## src/rtl/core/hcd_pkg.sv

```systemverilog
// shared types, codes and helpers for the chunked body decoder
// no dependencies; imported by every module of the block
`default_nettype none

package hcd_pkg;

   // input operation codes
   localparam logic OP_BYTE  = 1'b0;
   localparam logic OP_START = 1'b1;

   // configuration register indexes
   localparam int  CSR_INDEX_BITS = 1;
   localparam logic [CSR_INDEX_BITS-1:0] CSR_MAX_CHUNK = 1'd0;
   localparam logic [CSR_INDEX_BITS-1:0] CSR_MAX_BODY  = 1'd1;

   localparam logic [31:0] MAX_CHUNK_RESET = 32'd1048576;
   localparam logic [31:0] MAX_BODY_RESET  = 32'd1048576;

   // result status codes
   localparam logic [2:0] ST_BUSY      = 3'd0;
   localparam logic [2:0] ST_DONE      = 3'd1;
   localparam logic [2:0] ST_BAD_SIZE  = 3'd2;
   localparam logic [2:0] ST_CHUNK_BIG = 3'd3;
   localparam logic [2:0] ST_BODY_BIG  = 3'd4;

   // line end characters
   localparam logic [7:0] CH_CR = 8'h0D;
   localparam logic [7:0] CH_LF = 8'h0A;

   // number of bytes skipped after each chunk payload
   localparam logic [1:0] SKIP_BYTES = 2'd2;

   typedef enum logic [2:0] {
      PH_SIZE,
      PH_DATA,
      PH_SKIP,
      PH_FINAL,
      PH_DONE,
      PH_ERR_SIZE,
      PH_ERR_CHUNK,
      PH_ERR_BODY
   } phase_type;

   // decoder state apart from the size accumulator
   typedef struct packed {
      phase_type   phase;
      logic [31:0] chunk_left;
      logic [31:0] body_count;
      logic        digits_done;
      logic        saw_cr;
      logic [1:0]  skip_left;
   } state_type;

   typedef struct packed {
      logic [31:0] max_chunk;
      logic [31:0] max_body;
   } limits_type;

   typedef struct packed {
      logic       data_valid;
      logic [7:0] data_byte;
      logic [2:0] status;
   } result_type;

   // bit 4 flags a hex digit, bits 3:0 carry its value
   function automatic logic [4:0] hex_digit(input logic [7:0] c);
      logic [4:0] r;
      r = 5'd0;
      if (c >= 8'h30 && c <= 8'h39) begin
         r = {1'b1, 4'(c - 8'h30)};
      end else if (c >= 8'h61 && c <= 8'h66) begin
         r = {1'b1, 4'(c - 8'h57)};
      end else if (c >= 8'h41 && c <= 8'h46) begin
         r = {1'b1, 4'(c - 8'h37)};
      end
      return r;
   endfunction

   function automatic logic [2:0] phase_status(input phase_type ph);
      logic [2:0] s;
      case (ph)
         PH_DONE:      s = ST_DONE;
         PH_ERR_SIZE:  s = ST_BAD_SIZE;
         PH_ERR_CHUNK: s = ST_CHUNK_BIG;
         PH_ERR_BODY:  s = ST_BODY_BIG;
         default:      s = ST_BUSY;
      endcase
      return s;
   endfunction

endpackage

`default_nettype wire

```

## src/rtl/core/hcd_csr.sv

```systemverilog
// limit registers of the chunked body decoder
// depends on hcd_pkg for register indexes and reset values
`default_nettype none

module hcd_csr
   import hcd_pkg::*;
(
   input  wire logic                      clock,
   input  wire logic                      reset,
   input  wire logic                      csr_write,
   input  wire logic [CSR_INDEX_BITS-1:0] csr_index,
   input  wire logic [31:0]               csr_data,
   output limits_type                     limits
);

   limits_type limits_ff;
   limits_type limits_in;

   // register write decode
   always_comb begin
      limits_in = limits_ff;
      if (csr_write) begin
         case (csr_index)
            CSR_MAX_CHUNK: limits_in.max_chunk = csr_data;
            CSR_MAX_BODY:  limits_in.max_body  = csr_data;
            default:       limits_in = limits_ff;
         endcase
      end
   end

   always_ff @(posedge clock) begin
      if (reset) begin
         limits_ff.max_chunk <= MAX_CHUNK_RESET;
         limits_ff.max_body  <= MAX_BODY_RESET;
      end else begin
         limits_ff <= limits_in;
      end
   end

   assign limits = limits_ff;

endmodule

`default_nettype wire

```

## src/rtl/core/hcd_step.sv

```systemverilog
// next-state and result logic for one received byte
// depends on hcd_pkg for state, limit and result types
`default_nettype none

module hcd_step
   import hcd_pkg::*;
#(
   parameter int COUNT_BITS = 32
) (
   input  wire logic                  op,
   input  wire logic [7:0]            in_byte,
   input  wire state_type             state,
   input  wire logic [COUNT_BITS-1:0] accum,
   input  wire limits_type            limits,
   output state_type                  state_in,
   output logic [COUNT_BITS-1:0]      accum_in,
   output result_type                 result
);

   localparam int CmpBits = (COUNT_BITS > 32) ? COUNT_BITS : 32;

   logic [4:0]         hex;
   logic               crlf_seen;
   logic [CmpBits-1:0] size_wide;
   logic [CmpBits-1:0] chunk_wide;
   logic [31:0]        size32;
   logic [32:0]        body_sum;
   logic               chunk_over;
   logic               body_over;
   logic               accum_full;

   // size line decode and limit checks
   assign hex        = hex_digit(in_byte);
   assign crlf_seen  = state.saw_cr && (in_byte == CH_LF);
   assign size_wide  = CmpBits'(accum);
   assign chunk_wide = CmpBits'(limits.max_chunk);
   assign size32     = size_wide[31:0];
   assign body_sum   = {1'b0, state.body_count} + {1'b0, size32};
   assign chunk_over = size_wide > chunk_wide;
   assign body_over  = body_sum > {1'b0, limits.max_body};
   assign accum_full = accum[COUNT_BITS-1 -: 4] != 4'd0;

   always_comb begin
      state_in = state;
      accum_in = accum;
      result.data_valid = 1'b0;
      result.data_byte  = 8'd0;
      if (op == OP_START) begin
         state_in.phase       = PH_SIZE;
         state_in.chunk_left  = 32'd0;
         state_in.body_count  = 32'd0;
         state_in.digits_done = 1'b0;
         state_in.saw_cr      = 1'b0;
         state_in.skip_left   = 2'd0;
         accum_in             = '0;
      end else begin
         case (state.phase)
            // hex digits, ignored text, then cr lf
            PH_SIZE: begin
               state_in.saw_cr = (in_byte == CH_CR);
               if (crlf_seen) begin
                  accum_in             = '0;
                  state_in.digits_done = 1'b0;
                  state_in.saw_cr      = 1'b0;
                  if (chunk_over) begin
                     state_in.phase = PH_ERR_CHUNK;
                  end else if (body_over) begin
                     state_in.phase = PH_ERR_BODY;
                  end else if (size32 == 32'd0) begin
                     state_in.phase = PH_FINAL;
                  end else begin
                     state_in.body_count = body_sum[31:0];
                     state_in.chunk_left = size32;
                     state_in.phase      = PH_DATA;
                  end
               end else if (!state.digits_done) begin
                  if (!hex[4]) begin
                     state_in.digits_done = 1'b1;
                  end else if (accum_full) begin
                     state_in.phase = PH_ERR_SIZE;
                  end else begin
                     accum_in = {accum[COUNT_BITS-5:0], hex[3:0]};
                  end
               end
            end
            // chunk payload passes out
            PH_DATA: begin
               result.data_valid = 1'b1;
               result.data_byte  = in_byte;
               if (state.chunk_left != 32'd0) begin
                  state_in.chunk_left = state.chunk_left - 32'd1;
               end
               if (state_in.chunk_left == 32'd0) begin
                  state_in.skip_left = SKIP_BYTES;
                  state_in.phase     = PH_SKIP;
               end
            end
            // trailing bytes dropped unchecked
            PH_SKIP: begin
               if (state.skip_left != 2'd0) begin
                  state_in.skip_left = state.skip_left - 2'd1;
               end
               if (state_in.skip_left == 2'd0) begin
                  state_in.phase       = PH_SIZE;
                  state_in.digits_done = 1'b0;
                  state_in.saw_cr      = 1'b0;
                  accum_in             = '0;
               end
            end
            // last line discarded through cr lf
            PH_FINAL: begin
               if (crlf_seen) begin
                  state_in.saw_cr = 1'b0;
                  state_in.phase  = PH_DONE;
               end else begin
                  state_in.saw_cr = (in_byte == CH_CR);
               end
            end
            default: begin
               state_in = state;
            end
         endcase
      end
      result.status = phase_status(state_in.phase);
   end

endmodule

`default_nettype wire

```

## src/rtl/core/http_chunked_body_decoder.sv

```systemverilog
// chunked transfer body decoder: one byte in, one result out per transaction
// requests pass the input register, then the result register; one byte per cycle
// sustained while rsp_stall is low, set by the single-pass byte logic between
// input and result registers; synchronous active-high reset clears decoder state
// and the valid flags of both pipeline stages, and loads both limit registers
// with 1048576; depends on hcd_pkg, hcd_csr and hcd_step
`default_nettype none

module http_chunked_body_decoder
   import hcd_pkg::*;
#(
   parameter int COUNT_BITS = 32
) (
   input  wire logic                      clock,
   input  wire logic                      reset,
   input  wire logic                      req_valid,
   output logic                           req_stall,
   input  wire logic                      req_op,
   input  wire logic [7:0]                req_in_byte,
   output logic                           rsp_valid,
   input  wire logic                      rsp_stall,
   output logic                           rsp_data_valid,
   output logic [7:0]                     rsp_data_byte,
   output logic [2:0]                     rsp_status,
   input  wire logic                      csr_write,
   input  wire logic [CSR_INDEX_BITS-1:0] csr_index,
   input  wire logic [31:0]               csr_data
);

   limits_type             limits;
   logic                   in_valid_ff, in_valid_in;
   logic                   in_op_ff, in_op_in;
   logic [7:0]             in_byte_ff, in_byte_in;
   state_type              state_ff, state_in;
   logic [COUNT_BITS-1:0]  accum_ff, accum_in;
   logic                   out_valid_ff, out_valid_in;
   result_type             result_ff, result_in, step_result;
   state_type              step_state;
   logic [COUNT_BITS-1:0]  step_accum;
   logic                   out_ready;
   logic                   in_ready;
   logic                   fire;

   hcd_csr u_csr (
      .clock     (clock),
      .reset     (reset),
      .csr_write (csr_write),
      .csr_index (csr_index),
      .csr_data  (csr_data),
      .limits    (limits)
   );

   hcd_step #(
      .COUNT_BITS (COUNT_BITS)
   ) u_step (
      .op       (in_op_ff),
      .in_byte  (in_byte_ff),
      .state    (state_ff),
      .accum    (accum_ff),
      .limits   (limits),
      .state_in (step_state),
      .accum_in (step_accum),
      .result   (step_result)
   );

   // pipeline flow control
   assign out_ready = !out_valid_ff || !rsp_stall;
   assign in_ready  = !in_valid_ff || out_ready;
   assign fire      = in_valid_ff && out_ready;
   assign req_stall = !in_ready;

   // next values of input stage, decoder state and result stage
   always_comb begin
      in_valid_in  = in_valid_ff;
      in_op_in     = in_op_ff;
      in_byte_in   = in_byte_ff;
      state_in     = state_ff;
      accum_in     = accum_ff;
      out_valid_in = out_valid_ff;
      result_in    = result_ff;
      if (in_ready) begin
         in_valid_in = req_valid;
         if (req_valid) begin
            in_op_in   = req_op;
            in_byte_in = req_in_byte;
         end
      end
      if (out_ready) begin
         out_valid_in = in_valid_ff;
      end
      if (fire) begin
         state_in  = step_state;
         accum_in  = step_accum;
         result_in = step_result;
      end
   end

   always_ff @(posedge clock) begin
      if (reset) begin
         in_valid_ff          <= 1'b0;
         out_valid_ff         <= 1'b0;
         state_ff.phase       <= PH_SIZE;
         state_ff.chunk_left  <= 32'd0;
         state_ff.body_count  <= 32'd0;
         state_ff.digits_done <= 1'b0;
         state_ff.saw_cr      <= 1'b0;
         state_ff.skip_left   <= 2'd0;
         accum_ff             <= '0;
      end else begin
         in_valid_ff  <= in_valid_in;
         out_valid_ff <= out_valid_in;
         state_ff     <= state_in;
         accum_ff     <= accum_in;
      end
      in_op_ff   <= in_op_in;
      in_byte_ff <= in_byte_in;
      result_ff  <= result_in;
   end

   assign rsp_valid      = out_valid_ff;
   assign rsp_data_valid = result_ff.data_valid;
   assign rsp_data_byte  = result_ff.data_byte;
   assign rsp_status     = result_ff.status;

   // a payload phase always has bytes left to pass
   assert property (@(posedge clock) disable iff (reset)
      state_ff.phase == PH_DATA |-> state_ff.chunk_left != 32'd0)
      else $error("data phase with no payload bytes left");

   // a skip phase always has bytes left to drop
   assert property (@(posedge clock) disable iff (reset)
      state_ff.phase == PH_SKIP |-> state_ff.skip_left != 2'd0)
      else $error("skip phase with no bytes left");

   // decoded data only while the body is still in progress
   assert property (@(posedge clock) disable iff (reset)
      rsp_valid && rsp_data_valid |-> rsp_status == ST_BUSY)
      else $error("data byte reported with a final status");

   // decoder state only moves when a transaction passes to the result stage
   assert property (@(posedge clock) disable iff (reset)
      !fire |=> $stable(state_ff) && $stable(accum_ff))
      else $error("decoder state changed without a transaction");

endmodule

`default_nettype wire
```

## config.mk

```make
export PLATFORM = sky130hd
export DESIGN_NAME = http_chunked_body_decoder
export DESIGN_NICKNAME = d
export VERILOG_FILES = /design/src/rtl/core/hcd_pkg.sv /design/src/rtl/core/hcd_csr.sv /design/src/rtl/core/hcd_step.sv /design/src/rtl/core/http_chunked_body_decoder.sv
export SDC_FILE = /design/constraint.sdc
export NUM_CORES = 1
export LEC_CHECK = 0
export BUFFER_PORTS_ARGS = -buffer_cell sky130_fd_sc_hd__buf_2
export CAP_MARGIN = 10
export CORE_MARGIN = 2
export CORE_UTILIZATION = 35
export DETAILED_ROUTE_END_ITERATION = 10
export PLACE_DENSITY = 0.59
export SETUP_SLACK_MARGIN = 0.4
export SYNTH_ARGS = -nofsm -noshare
export SYNTH_HDL_FRONTEND = slang
export SYNTH_SLANG_ARGS = --single-unit
```

## constraint.sdc

```tcl
create_clock -name clock -period 5.7 [get_ports clock]
set_input_delay 0.285 -clock clock [delete_from_list [all_inputs] [get_ports clock]]
set_output_delay 0.285 -clock clock [all_outputs]
set_load 0.1 [all_outputs]
```

# Yosys cells after proc, flatten, opt, wreduce, memory -nomap -nowiden

Cells that the tools add are included.

Register bits after elaboration: 190
Latch bits: 0
RAM bits: 0
Memory bits (read-only): 0
Bits of input ports: 47
Output and inout port bits: 14
Memories kept: 0

Add/subtract/negate cells: 6
$mul: 0
Divide/modulo/power cells: 0
$lt $le $gt $ge: 8
Eq/ne operators: 21
Shifts and indexed selects: 0
Multiplexer cells: 45
Bitwise logic cells: 2
Reductions and logical operators: 35

Operators by type and width:

| cell                  | count |
|---|---|
| $mux 32               | 10 |
| $mux 64               | 4 |
| $pmux 32 s2           | 2 |
| $mux 71               | 1 |
| $logic_not 32->1      | 2 |
| $add 32x32->33        | 1 |
| $gt 33x32->1          | 1 |
| $gt 32x32->1          | 1 |
| $reduce_bool 32->1    | 1 |
| $sub 32x1->32 const B | 1 |
| $mux 3                | 9 |
| $pmux 3 s4            | 2 |
| $reduce_and 6->1      | 3 |
| $eq 8x4->1 const B    | 2 |
| $ge 8x7->1 const B    | 2 |
| $le 8x7->1 const B    | 2 |
| $mux 5                | 3 |
| $eq 3x3->1 const B    | 4 |
| $mux 2                | 6 |
| $reduce_bool 3->1     | 4 |
| $mux 9                | 1 |
| $ne 3x2->1 const B    | 3 |
| $ne 3x3->1 const B    | 3 |
| $reduce_and 3->1      | 3 |
| other kinds (23)      | 46 |

# Depth between registers and ports, before layout

Gate-level depths: netlist of the first run.

Word-level depth: 12
Depth in mapped cells: 25

# Hierarchy

Synthesis of the first run repeated with hierarchy kept, for this count alone.

Cells, all modules: 1,823
Area, all modules: 15,023.2 um^2

Modules (own cells, without submodules):

| module                    | instances | cells an instance | area an instance (um^2) |
|---|---|---|---|
| hcd_step                  | 1         | 1,101             | 7,035.5 |
| http_chunked_body_decoder | 1         | 478               | 5,327.6 |
| hcd_csr                   | 1         | 244               | 2,660.1 |

# Worst setup path after synthesis of the first run

Ideal clock, no wire load.

Path kind: register to register
Start: register accum_ff[0]
End: register state_ff[25] in the netlist's numbering
Arrival time: 5.728 ns
Required time: 5.635 ns
Slack: -0.093 ns
Cell stages (with the launch flop): 24
Path buffers: 2
Clock period less this slack: 5.793 ns
Path through: dfxtp_1 -> ha_1 -> inv_1 -> fa_1 -> nand2b_1 -> a21oi_1 -> o211a_1 -> o2111ai_1 -> and3b_1 -> o21a_1 -> o21ai_0 -> xnor2_1 -> ha_1 -> nand4_1 -> nor4_1 -> and2_1 -> a31oi_1 -> a311o_1 -> a2111oi_0 -> and3_1 -> clkbuf_1 -> clkbuf_1 -> a22oi_1 -> nor2_1

Longest elaborated chain between the ends: 7
Elaborated cells on any way between the ends: 14
Classes of those cells: add/sub: 1; order compare: 2; eq/ne: 3; mux: 6; reduce/logical: 2

RTL lines:

| item                                                   | line                             | text |
|---|---|---|
| from (decl)                                            | http_chunked_body_decoder.sv:35  | `logic [COUNT_BITS-1:0] accum_ff, accum_in;` |
| from (signal assigned)                                 | http_chunked_body_decoder.sv:113 | `accum_ff <= accum_in;` |
| branches (longest 7 deep; another with $add 32x32->33) | n/a                              |  |
| to (signal assigned)                                   | http_chunked_body_decoder.sv:112 | `state_ff <= state_in;` |
| to (decl)                                              | http_chunked_body_decoder.sv:34  | `state_type state_ff, state_in;` |

Several ways; the timed one is not identified. The select of a mux whose other input is x is not followed.
A chain may end at the register's enable or synchronous reset.

# Worst setup path after layout of the first run

Start: register state_ff[5] in the netlist's numbering
End: register state_ff[31] in the netlist's numbering

Longest elaborated chain between the ends: 7
Elaborated cells on any way between the ends: 10
Classes of those cells: add/sub: 1; order compare: 1; eq/ne: 1; mux: 6; reduce/logical: 1

RTL lines:

| item                                                 | line           | text |
|---|---|---|
| $add 32x32->33 *                                     | hcd_step.sv:38 | `assign body_sum = {1'b0, state.body_count} + {1'b0, size32};` |
| branches (longest 6 deep; another with $gt 33x32->1) | n/a            |  |

Mark *: on every way between the ends. The select of a mux whose other input is x is not followed.

==> impl_metrics.xml, run 1 <==
<?xml version="1.0" encoding="UTF-8"?>
<metrics>
  <group name="setup_path">
    <metric name="worst-setup-path-type" unit="">reg -&gt; reg</metric>
    <metric name="critical_path.max_stage_delay" unit="ns">0.40</metric>
    <metric name="endpoint_kind" unit="">register</metric>
    <metric name="critical-path-slowest-cell" unit="">sky130_fd_sc_hd__a311o_1</metric>
    <metric name="crit_chain" unit="">ha_1 &gt; a21oi_2 &gt; nand4b_1 &gt; a21oi_2 &gt; o22a_1 &gt; o2111ai_4 &gt; a211oi_4 &gt; o41ai_1 &gt; buf_4 &gt; o311ai_4 &gt; xor2_1 &gt; ha_1 &gt; and3_4 &gt; a221oi_4 &gt; a31oi_1 &gt; a311o_1 &gt; a2111oi_4 &gt; a21o_1 &gt; nand2_4 &gt; buf_12 &gt; clkbuf_16 &gt; a22oi_2 &gt; nor2_1</metric>
    <metric name="cp_data_required_time" unit="ns">5.99</metric>
    <metric name="worstReg2RegStart" unit="">state_ff[5]$_SDFFE_PP0P_</metric>
    <metric name="timing.critical_path.from_type" unit="">register</metric>
    <metric name="critical_path.top_delay_family" unit="">compound AO/OA/AOI/OAI gates</metric>
    <metric name="worst_ep_arrival_time" unit="ns">5.58</metric>
    <metric name="reg2reg_to" unit="">state_ff[31]$_SDFFE_PP0P_</metric>
    <metric name="worst-r2r-cell-count" unit="">23</metric>
    <metric name="path_buf_inv" unit="">3</metric>
    <metric name="reg2reg_setup_slack" unit="ns">0.41</metric>
    <metric name="worstPathMaxFanout" unit="">8</metric>
  </group>
  <group name="synth">
    <metric name="ranking_of_synthesized_cells_by_area" unit="">sky130_fd_sc_hd__dfxtp_1, sky130_fd_sc_hd__ha_1, sky130_fd_sc_hd__a21oi_1</metric>
    <metric name="yosysSeqAreaShare" unit="%">34.6</metric>
    <metric name="synth-edff-count" unit="">21</metric>
    <metric name="yosys_register_bits" unit="">190</metric>
    <metric name="synth_most_common_cell" unit="">sky130_fd_sc_hd__nand2_1</metric>
    <metric name="synth.cells.most_frequent" unit="">sky130_fd_sc_hd__nand2_1, sky130_fd_sc_hd__a21oi_1, sky130_fd_sc_hd__dfxtp_1, sky130_fd_sc_hd__nor2_1, sky130_fd_sc_hd__ha_1</metric>
    <metric name="syn_avg_cell_area" unit="um^2">7.86</metric>
    <metric name="synth_top_cell_area_share" unit="%">29.1</metric>
    <metric name="synth_ff_type" unit="">sky130_fd_sc_hd__dfxtp_1</metric>
    <metric name="postSynthNetCount" unit="">1625</metric>
    <metric name="postSynthCellCount" unit="">1476</metric>
    <metric name="async_flop_share" unit="%">0</metric>
    <metric name="ys.warnings.count" unit="">0</metric>
    <metric name="yosysTopAreaCell" unit="">sky130_fd_sc_hd__dfxtp_1</metric>
    <metric name="yosys.cell_types.count" unit="">74</metric>
    <metric name="syn_area" unit="um^2">11600</metric>
  </group>
  <group name="sta">
    <metric name="finalHoldWorstSlack" unit="ns">0.0165</metric>
    <metric name="transition_at_the_pin_with_the_smallest_max_transition_slack" unit="ns">1.14</metric>
    <metric name="f_max" unit="MHz">189</metric>
    <metric name="period_minus_slack" unit="ns">5.29</metric>
    <metric name="fin_skew" unit="ns">0.0175</metric>
    <metric name="slew_headroom" unit="%">23.8</metric>
    <metric name="slew_violations" unit="">0</metric>
    <metric name="layout_worst_path_cycle_share" unit="%">92.9</metric>
    <metric name="rsz0062_at_grt" unit="">true</metric>
    <metric name="setup_viol" unit="">0</metric>
    <metric name="timing.final.hold_violations" unit="">0</metric>
  </group>
  <group name="floorplan">
    <metric name="starting_density_of_the_core" unit="%">35.6</metric>
    <metric name="die_h" unit="um">186</metric>
    <metric name="placeableCoreArea" unit="um^2">32600</metric>
    <metric name="row_count" unit="">66</metric>
    <metric name="fp.dieArea" unit="um^2">34600</metric>
    <metric name="io_pins" unit="">61</metric>
    <metric name="die_w" unit="um">186</metric>
  </group>
  <group name="finish">
    <metric name="total_of_fill_cells_in_the_finished_design" unit="">3253</metric>
    <metric name="diodes" unit="">0</metric>
    <metric name="final_cell_count_no_fill" unit="">2013</metric>
    <metric name="syn_to_final_growth" unit="%">21.8</metric>
    <metric name="share_of_layout_cells_above_drive_strength_1" unit="%">18.0</metric>
    <metric name="design.final.nets" unit="">1707</metric>
  </group>
  <group name="global_routing">
    <metric name="number_of_global_route_vias_before_repair" unit="">10392</metric>
    <metric name="initial_antenna_violation_count" unit="">0</metric>
    <metric name="grt_start_max_net_pins" unit="">97</metric>
    <metric name="grtUsageTotal" unit="%">20.2</metric>
    <metric name="grt_remaining_overflow" unit="">0</metric>
    <metric name="global_route_wire_length_before_repair" unit="mm">55.1</metric>
  </group>
  <group name="min_path">
    <metric name="timing.hold.worst.start" unit="">req_in_byte[4]</metric>
    <metric name="timing.hold.worst_path_depth" unit="">1</metric>
    <metric name="hold_path_end" unit="">in_byte_ff[4]$_DFFE_PP_</metric>
    <metric name="holdCritPathClass" unit="">in -&gt; reg</metric>
  </group>
  <group name="clock_tree">
    <metric name="clk_pin_slew" unit="ns">0.07</metric>
    <metric name="clock-sinks" unit="">190</metric>
    <metric name="root_buffer" unit="">sky130_fd_sc_hd__clkbuf_16</metric>
    <metric name="clkLatencyLatePin" unit="ns">0.45</metric>
    <metric name="clock_tree.htree_level_count" unit="">4</metric>
    <metric name="tritoncts" unit="">built</metric>
    <metric name="clockBufferDepth" unit="">2</metric>
    <metric name="post_cts_hold_buffer_count" unit="">0</metric>
    <metric name="numCtsBuffers" unit="">17</metric>
  </group>
  <group name="placement">
    <metric name="place_congestion" unit="">0.922</metric>
    <metric name="io_buffer_count" unit="">60</metric>
    <metric name="dp_hpwl" unit="mm">25.0</metric>
    <metric name="place_inst" unit="">1950</metric>
  </group>
  <group name="drt">
    <metric name="post_drt_wl_per_cell" unit="um">18.0</metric>
    <metric name="dr.pass1.iters" unit="">5</metric>
    <metric name="routed_vias_inst" unit="">5.60</metric>
    <metric name="routed_wl" unit="mm">36.3</metric>
    <metric name="detail_route.drc_violations" unit="">0</metric>
    <metric name="postRouteAntennaNets" unit="">0</metric>
    <metric name="vias" unit="">11275</metric>
    <metric name="drt_iter0_markers" unit="">962</metric>
  </group>
  <group name="status">
    <metric name="outcome" unit="">complete, no violations</metric>
  </group>
  <group name="job">
    <metric name="max_cap_viols" unit="">0</metric>
  </group>
  <group name="power">
    <metric name="pwr_density_cell" unit="nW/um^2">218</metric>
    <metric name="leak" unit="uW">0.00573</metric>
    <metric name="vdd_drop_max" unit="V">0.000189</metric>
  </group>
</metrics>
layout make-up:
| cell class | count | area (um^2) | share of cell area (%) |
|---|---|---|---|
| clock buffers | 22 | 495 | 3.50 |
| clock inverters | 10 | 97.6 | 0.690 |
| inverters | 93 | 349 | 2.47 |
| multi-input cells | 1114 | 7470 | 52.8 |
| flip-flops and latches | 190 | 4030 | 28.5 |
| well taps | 442 | 553 | 3.91 |
| repair buffers | 142 | 1150 | 8.13 |
kinds of logic after synthesis:
| family | count (synthesis) | share of synthesized area, % |
|---|---|---|
| AOI/OAI and AO/OA | 421 | 23.2 |
| buffers and inverters | 172 | 5.69 |
| and+or+nand+nor | 547 | 22.1 |
| xor gates and xnor gates | 39 | 2.94 |
| DFF | 190 | 34.6 |
| muxes | 5 | 0.442 |
| adders and majority gates | 102 | 11.1 |
what timing repair did:
item / in CTS / in global routing
setup buffers: 1 / 22
setup endpoints to repair: 67 / 68
gates cloned: 0 / 7
pin swaps: 8 / 61
resized for setup: 11 / 110
stage by stage:
stage	TNS (ns)	setup WS (ns)	cell area (um^2)	total power (uW)	utilization, %
after CTS	0	0.431	13300	3060	40.7
final	0	0.407	14100	3090	43.3
after detailed placement	-0.964	-0.0903	12600	1830	38.7
after floorplan	0	0.459	11600	1720	-
after global placement	-0.718	-0.0623	12600	1830	38.7
after global routing	0	0.193	14100	3210	43.3
routing by layer:
| metal | global-route usage [%] | up-vias | wire length, um |
|---|---|---|---|
| met3 | 3.23 | 76 | 1550 |
| met1 | 26.2 | 5414 | 16200 |
| met2 | 33.3 | 311 | 17300 |
| met5 | 0 | - | 0 |
| met4 | 8.35 | 0 | 1230 |
| li1 | - | 5474 | - |
how the worst max path moves through the flow:
stage                                     end                     start  cells after the start  slack, ns
floorplan           state_ff[53]$_SDFFE_PP0P_  accum_ff[0]$_SDFFE_PP0P_                     24       0.46
global placement    state_ff[63]$_SDFFE_PP0P_  accum_ff[1]$_SDFFE_PP0P_                     22      -0.06
detailed placement  state_ff[63]$_SDFFE_PP0P_  accum_ff[1]$_SDFFE_PP0P_                     22      -0.09
CTS                 state_ff[13]$_SDFFE_PP0P_  state_ff[4]$_SDFFE_PP0P_                     25       0.43
global route        state_ff[24]$_SDFFE_PP0P_  state_ff[5]$_SDFFE_PP0P_                     23       0.19
finish              state_ff[31]$_SDFFE_PP0P_  state_ff[5]$_SDFFE_PP0P_                     23       0.41
state kept, by name, summed over array words and instances, names as in the netlist:
name	count
state_ff	71
u_csr.limits	64
accum_ff	32
in_byte_ff	8
rsp_data_byte	8
rsp_status	3
in_op_ff	1
in_valid_ff	1
rsp_data_valid	1
rsp_valid	1
worst reg2reg max path, cell delays in order (launching register included):
cell and delay, ns:
sky130_fd_sc_hd__dfxtp_1 0.34, sky130_fd_sc_hd__ha_1 0.30, sky130_fd_sc_hd__a21oi_2 0.07, sky130_fd_sc_hd__nand4b_1 0.21
sky130_fd_sc_hd__a21oi_2 0.18, sky130_fd_sc_hd__o22a_1 0.26, sky130_fd_sc_hd__o2111ai_4 0.20, sky130_fd_sc_hd__a211oi_4 0.30
sky130_fd_sc_hd__o41ai_1 0.10, sky130_fd_sc_hd__buf_4 0.16, sky130_fd_sc_hd__o311ai_4 0.28, sky130_fd_sc_hd__xor2_1 0.26
sky130_fd_sc_hd__ha_1 0.31, sky130_fd_sc_hd__and3_4 0.21, sky130_fd_sc_hd__a221oi_4 0.29, sky130_fd_sc_hd__a31oi_1 0.07
sky130_fd_sc_hd__a311o_1 0.40, sky130_fd_sc_hd__a2111oi_4 0.36, sky130_fd_sc_hd__a21o_1 0.20, sky130_fd_sc_hd__nand2_4 0.08
sky130_fd_sc_hd__buf_12 0.18, sky130_fd_sc_hd__clkbuf_16 0.17, sky130_fd_sc_hd__a22oi_2 0.16, sky130_fd_sc_hd__nor2_1 0.05
report_power, final:
| group | switching (uW) | internal [uW] |
|---|---|---|
| Sequential | 28.6 | 1390 |
| Combinational | 283 | 152 |
| Clock | 569 | 668 |
| Total | 880 | 2210 |
layout by cell type (no fill, tap or decap), types with 6 or more instances in the layout:
cell                        netlist  routed
sky130_fd_sc_hd__nand2_1        218     216
sky130_fd_sc_hd__a21oi_1        169     162
sky130_fd_sc_hd__dfxtp_1        169     160
sky130_fd_sc_hd__nor2_1         114     114
sky130_fd_sc_hd__ha_1           101      97
sky130_fd_sc_hd__inv_1           93      92
sky130_fd_sc_hd__buf_4            0      65
sky130_fd_sc_hd__buf_2            0      59
sky130_fd_sc_hd__nand3_1         49      49
sky130_fd_sc_hd__o21ai_0         51      38
sky130_fd_sc_hd__a22oi_1         59      35
sky130_fd_sc_hd__nor3_1          30      28
sky130_fd_sc_hd__xnor2_1         27      26
sky130_fd_sc_hd__a22oi_2          0      24
sky130_fd_sc_hd__clkbuf_16        0      24
sky130_fd_sc_hd__a21o_1          22      22
sky130_fd_sc_hd__nand4_1         22      22
sky130_fd_sc_hd__nor4_1          22      21
sky130_fd_sc_hd__edfxtp_1        21      21
sky130_fd_sc_hd__a211oi_1        24      18
sky130_fd_sc_hd__and3_1          18      16
sky130_fd_sc_hd__xor2_1          12      12
sky130_fd_sc_hd__a31oi_1         11      11
sky130_fd_sc_hd__nor2b_1         14      11
sky130_fd_sc_hd__o21ai_2          1      11
sky130_fd_sc_hd__or3_1           10      10
sky130_fd_sc_hd__dfxtp_2          0       9
sky130_fd_sc_hd__nand2b_1         9       8
sky130_fd_sc_hd__a22o_1           8       8
sky130_fd_sc_hd__o21bai_1         7       7
sky130_fd_sc_hd__buf_12           0       7
sky130_fd_sc_hd__a21oi_2          0       6
sky130_fd_sc_hd__or2_2            6       6
sky130_fd_sc_hd__o21a_1           7       6
sky130_fd_sc_hd__o31ai_1          6       6
(Power assumes the default switching activity.)
==> run 2: changes to the inputs <==
--- a/config.mk
+++ b/config.mk
@@ -10,8 +10,10 @@
 export CORE_MARGIN = 2
 export CORE_UTILIZATION = 35
 export DETAILED_ROUTE_END_ITERATION = 10
-export PLACE_DENSITY = 0.59
+export GPL_ROUTABILITY_DRIVEN = 1
+export PLACE_DENSITY_LB_ADDON = 0.1
 export SETUP_SLACK_MARGIN = 0.4
 export SYNTH_ARGS = -nofsm -noshare
 export SYNTH_HDL_FRONTEND = slang
+export SYNTH_HIERARCHICAL = 1
 export SYNTH_SLANG_ARGS = --single-unit
==> run 2 against run 1 <==
Via count is 19% higher. Cell count is 21% higher. Critical path type unchanged. Largest cell class unchanged. Highest routed layer unchanged. Critical endpoint is now state_ff[44]$_SDFFE_PP0P_. Largest power group unchanged. Sequential share of layout area is 5.3 points lower.
==> impl_metrics.xml, run 2 <==
<?xml version="1.0" encoding="UTF-8"?>
<metrics>
  <group name="drt">
    <metric name="routed_vias_inst" unit="">5.52</metric>
    <metric name="detail_route.drc_violations" unit="">0</metric>
    <metric name="vias" unit="">13463</metric>
    <metric name="drt_iter0_markers" unit="">837</metric>
    <metric name="post_drt_wl_per_cell" unit="um">20.1</metric>
    <metric name="postRouteAntennaNets" unit="">0</metric>
    <metric name="dr.pass1.iters" unit="">5</metric>
    <metric name="routed_wl" unit="mm">48.9</metric>
  </group>
  <group name="status">
    <metric name="outcome" unit="">complete, no violations</metric>
  </group>
  <group name="setup_path">
    <metric name="path_buf_inv" unit="">3</metric>
    <metric name="critical_path_sink" unit="">state_ff[44]$_SDFFE_PP0P_</metric>
    <metric name="endpoint_kind" unit="">register</metric>
    <metric name="cp.depth" unit="">23</metric>
    <metric name="worstPathMaxFanout" unit="">8</metric>
    <metric name="worst-setup-path-type" unit="">reg -&gt; reg</metric>
    <metric name="critical_path.top_delay_family" unit="">compound AO/OA/AOI/OAI gates</metric>
    <metric name="worstReg2RegStart" unit="">state_ff[13]$_SDFFE_PP0P_</metric>
    <metric name="critical_path.max_stage_delay" unit="ns">0.46</metric>
    <metric name="timing.critical_path.from_type" unit="">register</metric>
    <metric name="reg2reg_to" unit="">state_ff[44]$_SDFFE_PP0P_</metric>
    <metric name="setup.worst_path.start" unit="">state_ff[13]$_SDFFE_PP0P_</metric>
    <metric name="critical-path-slowest-cell" unit="">sky130_fd_sc_hd__a2111o_1</metric>
    <metric name="crit_chain" unit="">ha_1 &gt; and2_2 &gt; and3_1 &gt; o211ai_1 &gt; o211ai_1 &gt; buf_4 &gt; o211a_1 &gt; o211a_1 &gt; o21a_1 &gt; nor2_1 &gt; ha_1 &gt; or2_2 &gt; a21oi_2 &gt; a21oi_2 &gt; a2111o_1 &gt; and2_4 &gt; nor4_4 &gt; buf_6 &gt; clkbuf_16 &gt; a221oi_2 &gt; nor3_1 &gt; nand2b_1 &gt; mux2i_1</metric>
    <metric name="cp_data_required_time" unit="ns">6.13</metric>
    <metric name="worst-r2r-cell-count" unit="">23</metric>
    <metric name="worst_ep_arrival_time" unit="ns">5.70</metric>
    <metric name="reg2reg_setup_slack" unit="ns">0.43</metric>
  </group>
  <group name="sta">
    <metric name="layout_worst_path_cycle_share" unit="%">92.5</metric>
    <metric name="slew_violations" unit="">0</metric>
    <metric name="setup_viol" unit="">0</metric>
    <metric name="finalHoldWorstSlack" unit="ns">0.0506</metric>
    <metric name="rsz0062_at_grt" unit="">true</metric>
    <metric name="f_max" unit="MHz">190</metric>
    <metric name="fin_skew" unit="ns">0.0128</metric>
    <metric name="period_minus_slack" unit="ns">5.27</metric>
    <metric name="transition_at_the_pin_with_the_smallest_max_transition_slack" unit="ns">1.21</metric>
    <metric name="timing.final.hold_violations" unit="">0</metric>
    <metric name="slew_headroom" unit="%">19.1</metric>
  </group>
  <group name="clock_tree">
    <metric name="tritoncts" unit="">built</metric>
    <metric name="clock_tree.htree_level_count" unit="">4</metric>
    <metric name="numCtsBuffers" unit="">17</metric>
    <metric name="clk_pin_slew" unit="ns">0.08</metric>
    <metric name="clkLatencyLatePin" unit="ns">0.50</metric>
    <metric name="clockBufferDepth" unit="">2</metric>
    <metric name="clock-sinks" unit="">190</metric>
    <metric name="root_buffer" unit="">sky130_fd_sc_hd__clkbuf_16</metric>
  </group>
  <group name="job">
    <metric name="max_cap_viols" unit="">0</metric>
  </group>
  <group name="power">
    <metric name="vdd_drop_max" unit="V">0.000204</metric>
    <metric name="leak" unit="uW">0.00698</metric>
    <metric name="total_power" unit="uW">3050</metric>
    <metric name="pwr_density_cell" unit="nW/um^2">175</metric>
  </group>
  <group name="synth">
    <metric name="synth_top_cell_area_share" unit="%">22.5</metric>
    <metric name="synth_most_common_cell" unit="">sky130_fd_sc_hd__nand2b_1</metric>
    <metric name="postSynthNetCount" unit="">1972</metric>
    <metric name="synth-edff-count" unit="">21</metric>
    <metric name="yosys_register_bits" unit="">190</metric>
    <metric name="ranking_of_synthesized_cells_by_area" unit="">sky130_fd_sc_hd__dfxtp_1, sky130_fd_sc_hd__nand2b_1, sky130_fd_sc_hd__mux2i_1</metric>
    <metric name="async_flop_share" unit="%">0</metric>
    <metric name="ys.warnings.count" unit="">6</metric>
    <metric name="syn_avg_cell_area" unit="um^2">8.24</metric>
    <metric name="syn_area" unit="um^2">15000</metric>
    <metric name="synth.cells.most_frequent" unit="">sky130_fd_sc_hd__nand2b_1, sky130_fd_sc_hd__mux2i_1, sky130_fd_sc_hd__dfxtp_1, sky130_fd_sc_hd__a21oi_1, sky130_fd_sc_hd__nand2_1</metric>
    <metric name="yosys.cell_types.count" unit="">96</metric>
    <metric name="yosysTopAreaCell" unit="">sky130_fd_sc_hd__dfxtp_1</metric>
    <metric name="postSynthCellCount" unit="">1823</metric>
    <metric name="synth_ff_type" unit="">sky130_fd_sc_hd__dfxtp_1</metric>
    <metric name="yosysSeqAreaShare" unit="%">26.7</metric>
  </group>
  <group name="finish">
    <metric name="mostFrequentLayoutCells" unit="">sky130_fd_sc_hd__nand2b_1, sky130_fd_sc_hd__mux2i_1, sky130_fd_sc_hd__dfxtp_1</metric>
    <metric name="design.final.nets" unit="">2035</metric>
    <metric name="final_common_cell" unit="">sky130_fd_sc_hd__nand2b_1</metric>
    <metric name="diodes" unit="">0</metric>
    <metric name="total_of_fill_cells_in_the_finished_design" unit="">4315</metric>
    <metric name="syn_to_final_growth" unit="%">15.5</metric>
    <metric name="regMostFlops" unit="">state_ff</metric>
    <metric name="largest_reg_flops" unit="">71</metric>
    <metric name="share_of_layout_cells_above_drive_strength_1" unit="%">15.0</metric>
  </group>
  <group name="floorplan">
    <metric name="fp.dieArea" unit="um^2">44600</metric>
    <metric name="die_w" unit="um">211</metric>
    <metric name="io_pins" unit="">61</metric>
    <metric name="row_count" unit="">75</metric>
    <metric name="die_h" unit="um">211</metric>
    <metric name="placeableCoreArea" unit="um^2">42100</metric>
    <metric name="starting_density_of_the_core" unit="%">35.7</metric>
  </group>
  <group name="min_path">
    <metric name="holdCritPathClass" unit="">in -&gt; reg</metric>
  </group>
  <group name="placement">
    <metric name="place_congestion" unit="">0.834</metric>
    <metric name="io_buffer_count" unit="">60</metric>
    <metric name="dp_hpwl" unit="mm">33.6</metric>
  </group>
  <group name="global_routing">
    <metric name="grt_start_max_net_pins" unit="">139</metric>
    <metric name="global_route_wire_length_before_repair" unit="mm">74.5</metric>
    <metric name="number_of_global_route_vias_before_repair" unit="">12951</metric>
    <metric name="grt_remaining_overflow" unit="">0</metric>
    <metric name="initial_antenna_violation_count" unit="">0</metric>
    <metric name="grtUsageTotal" unit="%">21.7</metric>
  </group>
</metrics>
==> run 2: cell count changes after synthesis, sizes merged, moves of 9 or more <==
cell    before  now
o21ai       52   62
mux2i        4  170
nor2       114  100
nand4       22   37
a21oi      169  120
a22oi       59   36
nand2      218  114
nand2b       9  310
and2         6   15
buf          7   33
a211oi      25   13
o211ai       4   16
nand3       49   25
==> run 2: cells by family after synthesis <==
group | Yosys count | share of synthesized area [%]
AOI/OAI and AO/OA | 389 | 17.4
xor gates and xnor gates | 31 | 1.81
adders and majority gates | 102 | 8.55
buffers and inverters | 203 | 6.25
DFF | 190 | 26.7
muxes | 173 | 11.6
and+or+nand+nor | 735 | 27.7
==> run 2: tightest hold or removal path: stages <==
cell                      delay, ns
sky130_fd_sc_hd__buf_2         0.10
sky130_fd_sc_hd__inv_1         0.06
sky130_fd_sc_hd__a21oi_1       0.06
==> run 2: worst min path at each step <==
| stage | slack (ns) | start | cells past startpoint | end |
|---|---|---|---|---|
| 6_report | 0.05 | req_valid | 3 | in_valid_ff$_SDFFE_PP0P_ |
| 5_1_grt | 0.06 | req_valid | 3 | in_valid_ff$_SDFFE_PP0P_ |
| 4_1_cts | 0.01 | req_valid | 3 | in_valid_ff$_SDFFE_PP0P_ |
| 3_5_place_dp | 0.46 | u_csr/limits[38]$_SDFFE_PP0P_ | 2 | u_csr/limits[38]$_SDFFE_PP0P_ |
| 3_3_place_gp | 0.46 | u_csr/limits[30]$_SDFFE_PP0P_ | 2 | u_csr/limits[30]$_SDFFE_PP0P_ |
| 2_1_floorplan | 0.38 | req_in_byte[0] | 0 | in_byte_ff[0]$_DFFE_PP_ |
==> run 2: report_power, final <==
part | leakage [uW] | switching (uW) | internal [uW]
registers | 0.00157 | 18.7 | 1380
clock network | 0.000292 | 613 | 697
logic | 0.00512 | 203 | 132
total | 0.00698 | 835 | 2210
==> run 2: per-layer routing <==
layer | global-route usage (%) | up-vias | wire length, um
met5 | 0 | - | 0
met3 | 3.98 | 58 | 1830
met4 | 7.41 | 0 | 1120
met1 | 28.5 | 6527 | 22600
li1 | - | 6655 | -
met2 | 35.9 | 223 | 23400
==> run 2: through the flow <==
stage / instance area [um^2] / worst slack [ns] / cells / utilization [%] / TNS, ns
5_1_grt: 17400 / 0.209 / 2438 / 41.2 / 0
4_1_cts: 16700 / 0.404 / 2417 / 39.7 / 0
2_1_floorplan: 15000 / 0.670 / 1823 / - / 0
6_report: 17400 / 0.427 / 2438 / 41.2 / 0
3_5_place_dp: 15900 / -0.130 / 2367 / 37.7 / -1.21
3_3_place_gp: 15900 / 0.0210 / 2367 / 37.7 / 0
==> run 2: cell type report <==
class | count | area (um^2) | area share, %
tap | 539 | 674 | 3.89
multi-input combinational | 1430 | 10500 | 60.5
timing repair buffer | 154 | 1210 | 6.96
inverter | 93 | 349 | 2.01
clock inverter | 14 | 178 | 1.02
clock buffer | 18 | 429 | 2.47
sequential | 190 | 4020 | 23.2
==> run 2: what timing repair did <==
item,4_1_cts,5_1_grt
gates resized for setup,17,90
gates cloned,1,3
buffers inserted,8,18
endpoints found under the setup margin,69,69
endpoints found under the hold margin,9,0
pin swaps,14,56
hold buffers,9,0
